$ cat config.mk
export PLATFORM = sky130hd
export DESIGN_NAME = envelope_generator_converter_flat
export DESIGN_NICKNAME = d
export VERILOG_FILES = /design/src/hw/rtl/egc_pkg.sv /design/src/hw/rtl/egc_if.sv /design/src/hw/rtl/egc_conv.sv /design/src/hw/rtl/envelope_generator_converter.sv /design/src/flat_wrapper.sv
export SDC_FILE = /design/constraint.sdc
export NUM_CORES = 2
export LEC_CHECK = 0
export BUFFER_PORTS_ARGS = -buffer_cell sky130_fd_sc_hd__buf_4
export CAP_MARGIN = 20
export CORE_ASPECT_RATIO = 1.2
export CORE_MARGIN = 4
export CORE_UTILIZATION = 38
export CTS_CLUSTER_DIAMETER = 30
export DETAILED_ROUTE_END_ITERATION = 16
export PLACE_DENSITY = 0.57
export SLEW_MARGIN = 20
export SYNTH_ARGS = -nofsm -noshare
export SYNTH_HDL_FRONTEND = slang
export SYNTH_SLANG_ARGS = --single-unit
$ cat constraint.sdc
create_clock -name clk -period 12.2 [get_ports clk]
set_input_delay 1.22 -clock clk [delete_from_list [all_inputs] [get_ports clk]]
set_output_delay 1.22 -clock clk [all_outputs]
set_load 0.01 [all_outputs]
$ cat src/hw/rtl/egc_pkg.sv
// Shared widths, selector codes and reset values of the envelope generator converter.
package egc_pkg;

  localparam int REQ_TYPE_W   = 4;
  localparam int GEN_VALUE_W  = 16;
  localparam int REG_CODE_W   = 8;
  localparam int ATTACK_MAX_W = 7;

  localparam logic [ATTACK_MAX_W-1:0] ATTACK_MAX_RESET = 7'd120;

  // Conversion selector codes.
  localparam logic [REQ_TYPE_W-1:0] REQ_ATTACK     = 4'd0;
  localparam logic [REQ_TYPE_W-1:0] REQ_HOLD       = 4'd1;
  localparam logic [REQ_TYPE_W-1:0] REQ_DECAY      = 4'd2;
  localparam logic [REQ_TYPE_W-1:0] REQ_SUSTAIN    = 4'd3;
  localparam logic [REQ_TYPE_W-1:0] REQ_MOD_PITCH  = 4'd4;
  localparam logic [REQ_TYPE_W-1:0] REQ_MOD_CUTOFF = 4'd5;
  localparam logic [REQ_TYPE_W-1:0] REQ_CUTOFF     = 4'd6;
  localparam logic [REQ_TYPE_W-1:0] REQ_ATTEN      = 4'd7;
  localparam logic [REQ_TYPE_W-1:0] REQ_Q          = 4'd8;
  localparam logic [REQ_TYPE_W-1:0] REQ_PAN        = 4'd9;

  typedef logic [REQ_TYPE_W-1:0]          req_type_t;
  typedef logic signed [GEN_VALUE_W-1:0]  gen_value_t;
  typedef logic [REG_CODE_W-1:0]          reg_code_t;
  typedef logic [ATTACK_MAX_W-1:0]        attack_max_t;

endpackage

$ cat src/hw/rtl/egc_if.sv
// Valid/ready stream interfaces for the request and result channels.
interface egc_req_if;
  logic                  valid;
  logic                  ready;
  egc_pkg::req_type_t    req_type;
  egc_pkg::gen_value_t   gen_value;

  modport source (output valid, output req_type, output gen_value, input ready);
  modport sink   (input valid, input req_type, input gen_value, output ready);
endinterface

interface egc_rsp_if;
  logic                  valid;
  logic                  ready;
  egc_pkg::reg_code_t    reg_code;

  modport source (output valid, output reg_code, input ready);
  modport sink   (input valid, input reg_code, output ready);
endinterface

$ cat src/hw/rtl/egc_conv.sv
// Combinational conversion of one clamped generator value into a register code.
module egc_conv (
  input  egc_pkg::req_type_t    req_type,
  input  egc_pkg::gen_value_t   gen_value,
  input  egc_pkg::attack_max_t  attack_max,
  output egc_pkg::reg_code_t    reg_code
);

  function automatic logic signed [15:0] clamp16(input logic signed [15:0] v,
                                                 input logic signed [15:0] lo,
                                                 input logic signed [15:0] hi);
    logic signed [15:0] r;
    r = v;
    if (v < lo) r = lo;
    if (v > hi) r = hi;
    return r;
  endfunction

  // Exact floor(n / 75) for n below 14174, by reciprocal multiplication.
  function automatic logic [7:0] div75(input logic [13:0] n);
    logic [27:0] p;
    p = {14'd0, n} * 28'd13982;
    return p[27:20];
  endfunction

  // Exact floor(n / 150) for n below 4800.
  function automatic logic [4:0] div150(input logic [12:0] n);
    logic [25:0] p;
    p = {13'd0, n} * 26'd6991;
    return p[24:20];
  endfunction

  logic signed [15:0] v_tc, v_cb, v_sh, v_cut, v_q, v_pan;

  // Attack
  logic signed [16:0] atk_sum, atk_slow_n;
  logic [12:0]        atk_n;
  logic [4:0]         atk_a;
  logic [3:0]         atk_fast;
  logic [7:0]         atk_slow_q;
  logic [8:0]         atk_slow_sum;
  logic [6:0]         atk_r, atk_code;

  // Hold
  logic signed [16:0] hld_x;
  logic [39:0]        hld_p;
  logic [18:0]        hld_h;
  logic [4:0]         hld_sh;
  logic [16:0]        hld_t, hld_ts;
  logic [6:0]         hld_code;

  // Decay
  logic signed [16:0] dec_fast_n, dec_slow_n;
  logic [4:0]         dec_d;
  logic [3:0]         dec_fast;
  logic [13:0]        dec_mag;
  logic [7:0]         dec_q;
  logic signed [9:0]  dec_sum;
  logic [6:0]         dec_code;

  // Sustain
  logic [10:0]        sus_cb;
  logic [32:0]        sus_p;
  logic [7:0]         sus_q;
  logic [6:0]         sus_code;

  // Modulation shifts
  logic               sh_neg;
  logic [13:0]        sh_m;
  logic [31:0]        shp_p;
  logic [10:0]        shp_q;
  logic [30:0]        shc_p;
  logic [7:0]         shc_q;
  logic [7:0]         shp_code, shc_code;

  // Cutoff
  logic [13:0]        cut_n;
  logic [29:0]        cut_p;
  logic [8:0]         cut_q;
  logic [8:0]         cut_d;
  logic [7:0]         cut_code;

  // Attenuation
  logic [10:0]        att_n;
  logic [22:0]        att_p;
  logic [5:0]         att_q;
  logic [13:0]        att_m;
  logic [7:0]         att_code;

  // Resonance
  logic [15:0]        q_p;
  logic [6:0]         q_q;
  logic [3:0]         q_code;

  // Pan
  logic [9:0]         pan_m;
  logic [28:0]        pan_p;
  logic [7:0]         pan_code;

  always_comb begin
    v_tc  = clamp16(gen_value, -16'sd12000, 16'sd5000);
    v_cb  = clamp16(gen_value, 16'sd0, 16'sd1440);
    v_sh  = clamp16(gen_value, -16'sd12000, 16'sd12000);
    v_cut = clamp16(gen_value, 16'sd1500, 16'sd13500);
    v_q   = clamp16(gen_value, 16'sd0, 16'sd960);
    v_pan = clamp16(gen_value, -16'sd500, 16'sd500);
  end

  // Attack: long times use a mantissa/shift code, short times a linear scale.
  always_comb begin
    atk_sum      = {v_tc[15], v_tc} + 17'sd500;
    atk_n        = atk_sum[16] ? 13'd0 : atk_sum[12:0];
    atk_a        = div150(atk_n);
    atk_fast     = {1'b1, ~atk_a[2:0]} >> atk_a[4:3];
    atk_slow_n   = 17'sd37 - {v_tc[15], v_tc};
    atk_slow_q   = div75(atk_slow_n[13:0]);
    atk_slow_sum = {1'b0, atk_slow_q} + 9'd8;
    if (v_tc >= 16'sd4300) begin
      atk_r = 7'd1;
    end else if (v_tc > -16'sd600) begin
      atk_r = {3'd0, atk_fast};
    end else if (atk_slow_sum > 9'd127) begin
      atk_r = 7'd127;
    end else begin
      atk_r = atk_slow_sum[6:0];
    end
    atk_code = (atk_r > attack_max) ? attack_max : atk_r;
  end

  // Hold: h = x * 65536 / 1200 with x = tc + 4130, then a 17-bit mantissa shift.
  always_comb begin
    hld_x  = {v_tc[15], v_tc} + 17'sd4130;
    hld_p  = {26'd0, hld_x[13:0]} * 40'd57266231;
    hld_h  = hld_p[38:20];
    hld_sh = 5'd16 - {2'd0, hld_h[18:16]};
    hld_t  = {1'b1, hld_h[15:0]};
    hld_ts = hld_t >> hld_sh;
    if (v_tc < -16'sd5368) begin
      hld_code = 7'd127;
    end else if (hld_x[16]) begin
      hld_code = 7'd0;
    end else if (hld_ts > 17'd127) begin
      hld_code = 7'd0;
    end else begin
      hld_code = 7'd127 - hld_ts[6:0];
    end
  end

  // Decay and release; the linear branch may see a negative numerator.
  always_comb begin
    dec_fast_n = {v_tc[15], v_tc} - 17'sd1800;
    dec_d      = div150(dec_fast_n[12:0]);
    dec_fast   = {1'b1, ~dec_d[2:0]} >> dec_d[4:3];
    dec_slow_n = 17'sd37 - {v_tc[15], v_tc};
    dec_mag    = dec_slow_n[16] ? 14'(-dec_slow_n) : dec_slow_n[13:0];
    dec_q      = div75(dec_mag);
    dec_sum    = dec_slow_n[16] ? (10'sd39 - $signed({2'd0, dec_q}))
                                : (10'sd39 + $signed({2'd0, dec_q}));
    if (v_tc > 16'sd1800) begin
      dec_code = {3'd0, dec_fast};
    end else if (dec_sum > 10'sd127) begin
      dec_code = 7'd127;
    end else begin
      dec_code = dec_sum[6:0];
    end
  end

  // Sustain: 127 - cb * 127 / 1000 in one reciprocal multiply, floor of 1.
  always_comb begin
    sus_cb = v_cb[10:0];
    sus_p  = {22'd0, sus_cb} * 33'd2130707;
    sus_q  = sus_p[31:24];
    if (sus_cb == 11'd0) begin
      sus_code = 7'd127;
    end else if (sus_q >= 8'd126) begin
      sus_code = 7'd1;
    end else begin
      sus_code = 7'd127 - sus_q[6:0];
    end
  end

  // Modulation shifts: divide the magnitude and saturate to a signed byte.
  always_comb begin
    sh_neg = v_sh[15];
    sh_m   = sh_neg ? 14'(-v_sh) : v_sh[13:0];
    shp_p  = {18'd0, sh_m} * 32'd223697;
    shp_q  = shp_p[31:21];
    shc_p  = {17'd0, sh_m} * 31'd74566;
    shc_q  = shc_p[29:22];
    if (sh_neg) begin
      shp_code = (shp_q >= 11'd128) ? 8'h80 : 8'(-shp_q[7:0]);
      shc_code = (shc_q >= 8'd128) ? 8'h80 : 8'(-shc_q);
    end else begin
      shp_code = (shp_q >= 11'd127) ? 8'h7F : shp_q[7:0];
      shc_code = (shc_q >= 8'd127) ? 8'h7F : shc_q;
    end
  end

  // Absolute cutoff.
  always_comb begin
    cut_n = v_cut[13:0] + 14'd15;
    cut_p = {16'd0, cut_n} * 30'd36158;
    cut_q = cut_p[28:20];
    cut_d = cut_q - 9'd153;
    if (cut_q < 9'd153) begin
      cut_code = 8'd0;
    end else if (cut_d > 9'd255) begin
      cut_code = 8'd255;
    end else begin
      cut_code = cut_d[7:0];
    end
  end

  // Attenuation: ((cb + 12) / 24) * 8 / 3, the last step as 2q + 2q/3.
  always_comb begin
    att_n    = v_cb[10:0] + 11'd12;
    att_p    = {12'd0, att_n} * 23'd2731;
    att_q    = att_p[21:16];
    att_m    = {8'd0, att_q} * 14'd171;
    att_code = {1'b0, att_q, 1'b0} + {2'd0, att_m[13:8]};
  end

  // Resonance nibble: cb / 12 as (cb / 4) / 3.
  always_comb begin
    q_p    = {8'd0, v_q[9:2]} * 16'd171;
    q_q    = q_p[15:9];
    q_code = (q_q > 7'd15) ? 4'd15 : q_q[3:0];
  end

  // Pan: (500 - p) * 255 / 1000 folded into one reciprocal multiply.
  always_comb begin
    pan_m    = 10'(16'sd500 - v_pan);
    pan_p    = {19'd0, pan_m} * 29'd267387;
    pan_code = pan_p[27:20];
  end

  always_comb begin
    case (req_type)
      egc_pkg::REQ_ATTACK:     reg_code = {1'b0, atk_code};
      egc_pkg::REQ_HOLD:       reg_code = {1'b0, hld_code};
      egc_pkg::REQ_DECAY:      reg_code = {1'b0, dec_code};
      egc_pkg::REQ_SUSTAIN:    reg_code = {1'b0, sus_code};
      egc_pkg::REQ_MOD_PITCH:  reg_code = shp_code;
      egc_pkg::REQ_MOD_CUTOFF: reg_code = shc_code;
      egc_pkg::REQ_CUTOFF:     reg_code = cut_code;
      egc_pkg::REQ_ATTEN:      reg_code = att_code;
      egc_pkg::REQ_Q:          reg_code = {4'd0, q_code};
      egc_pkg::REQ_PAN:        reg_code = pan_code;
      default:                 reg_code = '0;
    endcase
  end

endmodule

$ cat src/hw/rtl/envelope_generator_converter.sv
// Top level of the envelope generator converter: input stage, conversion, result register.
//
//   channel  | direction | beat contents
//   ---------+-----------+--------------------------------------
//   in_req   | sink      | req_type, gen_value
//   out_rsp  | source    | reg_code
//   cfg      | write     | attack_max (cfg_we, cfg_wdata)
//
// Every beat passes from acceptance into the input stage register, then through the
// conversion logic into the result register. A new beat is accepted in every cycle unless
// the input stage stalls; sustained rate is one beat per cycle while out_rsp is ready.
// The two stages stall together only when the result register is full and out_rsp
// is not ready; the input stage still accepts while it is empty.
// Reset empties both stages and sets attack_max to 120.
module envelope_generator_converter (
  input  logic                  clk,
  input  logic                  rst_n,
  egc_req_if.sink               in_req,
  egc_rsp_if.source             out_rsp,
  input  logic                  cfg_we,
  input  egc_pkg::attack_max_t  cfg_wdata
);

  logic                  s1_valid_r, s1_valid_nxt;
  egc_pkg::req_type_t    s1_type_r;
  egc_pkg::gen_value_t   s1_value_r;
  logic                  out_valid_r, out_valid_nxt;
  egc_pkg::reg_code_t    out_code_r;
  egc_pkg::reg_code_t    conv_code;
  egc_pkg::attack_max_t  attack_max_r, attack_max_nxt;
  logic                  out_free;
  logic                  s1_free;
  logic                  in_fire;
  logic                  s1_move;

  assign out_free = !out_valid_r || out_rsp.ready;
  assign s1_free  = !s1_valid_r || out_free;
  assign in_fire  = in_req.valid && s1_free;
  assign s1_move  = s1_valid_r && out_free;

  assign in_req.ready     = s1_free;
  assign out_rsp.valid    = out_valid_r;
  assign out_rsp.reg_code = out_code_r;

  always_comb begin
    s1_valid_nxt   = s1_free ? in_req.valid : s1_valid_r;
    out_valid_nxt  = out_free ? s1_valid_r : out_valid_r;
    attack_max_nxt = attack_max_r;
    if (cfg_we) begin
      // A zero limit would block every attack; it is stored as one.
      attack_max_nxt = (cfg_wdata == '0) ? egc_pkg::attack_max_t'(1) : cfg_wdata;
    end
  end

  egc_conv u_conv (
    .req_type   (s1_type_r),
    .gen_value  (s1_value_r),
    .attack_max (attack_max_r),
    .reg_code   (conv_code)
  );

  always_ff @(posedge clk) begin
    if (!rst_n) begin
      s1_valid_r   <= 1'b0;
      out_valid_r  <= 1'b0;
      attack_max_r <= egc_pkg::ATTACK_MAX_RESET;
    end else begin
      s1_valid_r   <= s1_valid_nxt;
      out_valid_r  <= out_valid_nxt;
      attack_max_r <= attack_max_nxt;
    end
  end

  always_ff @(posedge clk) begin
    if (in_fire) begin
      s1_type_r  <= in_req.req_type;
      s1_value_r <= in_req.gen_value;
    end
    if (s1_move) begin
      out_code_r <= conv_code;
    end
  end

endmodule

$ cat src/flat_wrapper.sv
// flat-port wrapper written by rule: the top's interface ports become plain ports
module envelope_generator_converter_flat 
  (clk, rst_n, cfg_we, cfg_wdata, in_req_valid, in_req_req_type, in_req_gen_value, in_req_ready, out_rsp_valid, out_rsp_reg_code, out_rsp_ready);
  egc_req_if in_req_i ();
  egc_rsp_if out_rsp_i ();
  input  logic clk;
  input  logic rst_n;
  input  logic cfg_we;
  input  egc_pkg::attack_max_t cfg_wdata;
  input wire logic [$bits(in_req_i.valid)-1:0] in_req_valid;
  input wire logic [$bits(in_req_i.req_type)-1:0] in_req_req_type;
  input wire logic [$bits(in_req_i.gen_value)-1:0] in_req_gen_value;
  output wire logic [$bits(in_req_i.ready)-1:0] in_req_ready;
  output wire logic [$bits(out_rsp_i.valid)-1:0] out_rsp_valid;
  output wire logic [$bits(out_rsp_i.reg_code)-1:0] out_rsp_reg_code;
  input wire logic [$bits(out_rsp_i.ready)-1:0] out_rsp_ready;
  assign in_req_i.valid = in_req_valid;
  assign in_req_i.req_type = in_req_req_type;
  assign in_req_i.gen_value = in_req_gen_value;
  assign in_req_ready = in_req_i.ready;
  assign out_rsp_valid = out_rsp_i.valid;
  assign out_rsp_reg_code = out_rsp_i.reg_code;
  assign out_rsp_i.ready = out_rsp_ready;
  envelope_generator_converter u_core (.clk(clk), .rst_n(rst_n), .in_req(in_req_i), .out_rsp(out_rsp_i), .cfg_we(cfg_we), .cfg_wdata(cfg_wdata));
endmodule
==> impl_metrics.ini <==
[run_status]
outcome = complete, no violations

[worst_setup_path]
worstSetupPathDepth = 56
cpLargestDelayFamily = adder cells
max_stage_delay_ps = 570
critPathArrivalTime_ps = 12120
critical_path_required_ps = 12240
cpMostUsedCell = sky130_fd_sc_hd__inv_2
r2r_cells = 56
path_class = reg -> reg
worst_path_max_delay_cell = sky130_fd_sc_hd__or4_4
worst_setup_path_end_kind = register
crit_fanout = 5
cp-start-kind = register
cp_num_buf_inv = 8

[sta]
minimum_clock_period_ps = 12080
timing_hold_violations_final = 0
finalSetupViolations = 0
fin_skew_ps = 11.2
max_slew.worst_pin.slew_ps = 986
max_slew_margin = 0.342
share_of_the_cycle_needed_by_the_critical_path_after_routing = 0.990
fmax_mhz = 82.8
layout_setup_ws_ps = 119
slew_violations = 0
rsz0062_at_grt = yes

[synthesis]
asyncSetResetFlopFracSynth = 0
cell_type_contributing_the_most_total_cell_area_after_synthesis = sky130_fd_sc_hd__ha_1
post_synthesis_cells = 5180
synth.yosys.warnings = 0
synthXorXnorAreaFrac = 0.0379
largest_family_of_logic_cells_by_synthesized_area = adder cells
synthMostInstantiatedCell = sky130_fd_sc_hd__ha_1
yosys.cell_types.count = 110
synthAdderAreaFrac = 0.599
most_common_library_cells_after_synthesis = 1148 x sky130_fd_sc_hd__ha_1, 1147 x sky130_fd_sc_hd__inv_1, 683 x sky130_fd_sc_hd__fa_1
synthSimpleGateAreaFrac = 0.104
synth_area_leaders = sky130_fd_sc_hd__ha_1 31%, sky130_fd_sc_hd__fa_1 29%, sky130_fd_sc_hd__inv_1 9.2%
synth_seq_area_share = 0.0218
synth_top_area_frac = 0.307
syn-num-nets = 7043
postSynthRegisterBits = 37
count_of_flip_flops_with_a_built_in_enable_after_synthesis = 28
post_synthesis_compound_gate_area_fraction = 0.123
mean_syn_cell_area_um2 = 9.03
yosys-mux-area-fraction = 0.0145
postSynth.topFlopCell = sky130_fd_sc_hd__edfxtp_1
synth_area_um2 = 46800

[global_routing]
grt_start_max_net_pins = 41
grt_pass1_wl_um = 216000
antenna_found_initial = 6
grt_pass1_vias = 39181
grtUsageMet1 = 0.280
grt_use_total = 0.211
grt.overflow.total = 0
most_used_routing_layer_in_global_routing = met2
gr-usage-met2 = 0.373
grt_use_met3 = 0.0180

[floorplan]
std_cell_rows = 140
area_inside_the_core_boundary_um2 = 122000
dieArea_um2 = 129000
fp.dieH_um = 392
io-pin-count = 42
start_util = 0.384
dieWidth_um = 328

[layout]
final_layout_size_suffix_gt1_frac = 0.0936
final_net_count = 7277
layout_area_growth_over_synthesis_pct = 10.4

[cts]
numCtsBuffers = 5
clkSinkCount = 37
clk_pin_slew_worst_paths_ps = 70
h_tree_depth = 2
cts_max_path_buffers = 2
cts-hold-fix-buffers = 0
clk_latency_ps = 310
tritoncts = done
root_driver = sky130_fd_sc_hd__clkbuf_16

[route]
drc = 0
detail-route-antenna-nets = 0
via_per_inst = 5.26
drt_iter0_drc = 2039
detail_route.first_pass.iterations = 5
vias = 37102
route.final.wire_length_um = 135000
post_drt_wl_per_cell_um = 19.1

[placement]
numPortBuffers = 41
place_ws_ps = -411
detailedPlacementHpwl_um = 120000
gp_congestion = 0.952

[job]
timing.max_cap.violations = 0

[min_path]
hold-path-cell-count = 1
hp-class = reg -> reg
==> final cells by class <==
cell class | count | area (µm²)
flip-flops and latches | 37 | 1020
well taps | 1633 | 2040
repair inverters | 1 | 5.00
clock inverters | 2 | 38.8
multi-input cells | 3909 | 41700
diodes | 2 | 5.00
clock buffers | 6 | 129
fillers | 12217 | 70300
repair buffers | 309 | 2360
inverters | 1151 | 4330
==> timing repair <==
action / CTS / global route
gates cloned: 0 / 1
pin swaps: 8 / 72
buffers inserted: 7 / 21
gates resized for setup: 22 / 98
endpoints found under the setup margin: 6 / 8
==> layout by cell type, fill, tap and decap left out, types with 17 or more instances in the layout <==
cell / netlist / final
sky130_fd_sc_hd__nor2_1: 240 / 228
sky130_fd_sc_hd__nand2_1: 242 / 238
sky130_fd_sc_hd__nand4_1: 49 / 49
sky130_fd_sc_hd__a211o_1: 18 / 18
sky130_fd_sc_hd__or3_1: 24 / 24
sky130_fd_sc_hd__a31oi_1: 36 / 33
sky130_fd_sc_hd__buf_4: 1 / 303
sky130_fd_sc_hd__o21a_1: 35 / 34
sky130_fd_sc_hd__ha_1: 1148 / 1131
sky130_fd_sc_hd__and3_1: 33 / 32
sky130_fd_sc_hd__o2111ai_1: 17 / 17
sky130_fd_sc_hd__o21ai_0: 156 / 148
sky130_fd_sc_hd__a21o_1: 81 / 81
sky130_fd_sc_hd__a211oi_1: 52 / 46
sky130_fd_sc_hd__inv_1: 1147 / 1137
sky130_fd_sc_hd__xor2_1: 69 / 68
sky130_fd_sc_hd__nand3_1: 73 / 72
sky130_fd_sc_hd__edfxtp_1: 28 / 28
sky130_fd_sc_hd__or2_2: 26 / 26
sky130_fd_sc_hd__nor2b_1: 37 / 35
sky130_fd_sc_hd__o31ai_1: 18 / 17
sky130_fd_sc_hd__and2_1: 31 / 30
sky130_fd_sc_hd__a21oi_1: 212 / 201
sky130_fd_sc_hd__mux2i_1: 39 / 38
sky130_fd_sc_hd__o211ai_1: 41 / 41
sky130_fd_sc_hd__fa_1: 683 / 680
sky130_fd_sc_hd__nand2b_1: 34 / 34
sky130_fd_sc_hd__nor4_1: 20 / 18
sky130_fd_sc_hd__nor3_1: 73 / 70
sky130_fd_sc_hd__xnor2_1: 131 / 122
==> per-layer routing <==
| layer | routed length, µm | up-vias |
|---|---|---|
| met4 | 3730 | 2 |
| li1 | - | 17864 |
| met5 | 13 | - |
| met3 | 5410 | 174 |
| met2 | 65400 | 762 |
| met1 | 60100 | 18300 |
==> registers in the layout, summed over array words and instances, names as in the netlist <==
signal	flops
u_core.s1_valid_r	1
u_core.s1_value_r	16
u_core.s1_type_r	4
u_core.attack_max_r	7
u_core.out_rsp.reg_code	8
u_core.out_rsp.valid	1
==> final timing paths <==
kind,startpoint,end,slack [ps]
worst max-delay path,u_core.s1_value_r[1],u_core.out_rsp.reg_code[5],120
worst min-delay path,u_core.s1_valid_r,u_core.out_rsp.valid,510
worst max register to register,u_core.s1_value_r[1],u_core.out_rsp.reg_code[5],120
worst min register to register,u_core.s1_valid_r,u_core.out_rsp.valid,510
==> worst register-to-register path, delay by kind of cell (launching register included) <==
kind / cells / cell delay (ps)
AO/OA/AOI/OAI: 19 / 3010
XOR/XNOR: 4 / 580
adder cells (fa/ha/maj): 12 / 4290
buffers and inverters: 8 / 560
flip-flops: 1 / 390
AND/OR/NAND/NOR: 13 / 2980
==> metrics by stage <==
stage	area [µm²]	hold slack [ps]	TNS (ps)	utilization	cells
4_1_cts	51000	512	-12.8	0.418	7026
5_1_grt	51600	555	-891	0.424	7048
3_5_place_dp	50700	495	-798	0.416	7011
6_report	51600	509	0	0.424	7050
2_1_floorplan	46800	475	0	-	5180
3_3_place_gp	50700	496	-136	0.416	7011
==> logic make-up after synthesis <==
logic type | after synthesis
muxes | 59
adders and majority gates | 1831
xor gates and xnor gates | 201
DFF | 37
and+or+nand+nor | 965
AOI/OAI and AO/OA | 853
buffers and inverters | 1234
Power is left out: the tool's default activity adds up to more than one toggle a clock period on the data nets, which glitch-free logic cannot reach.
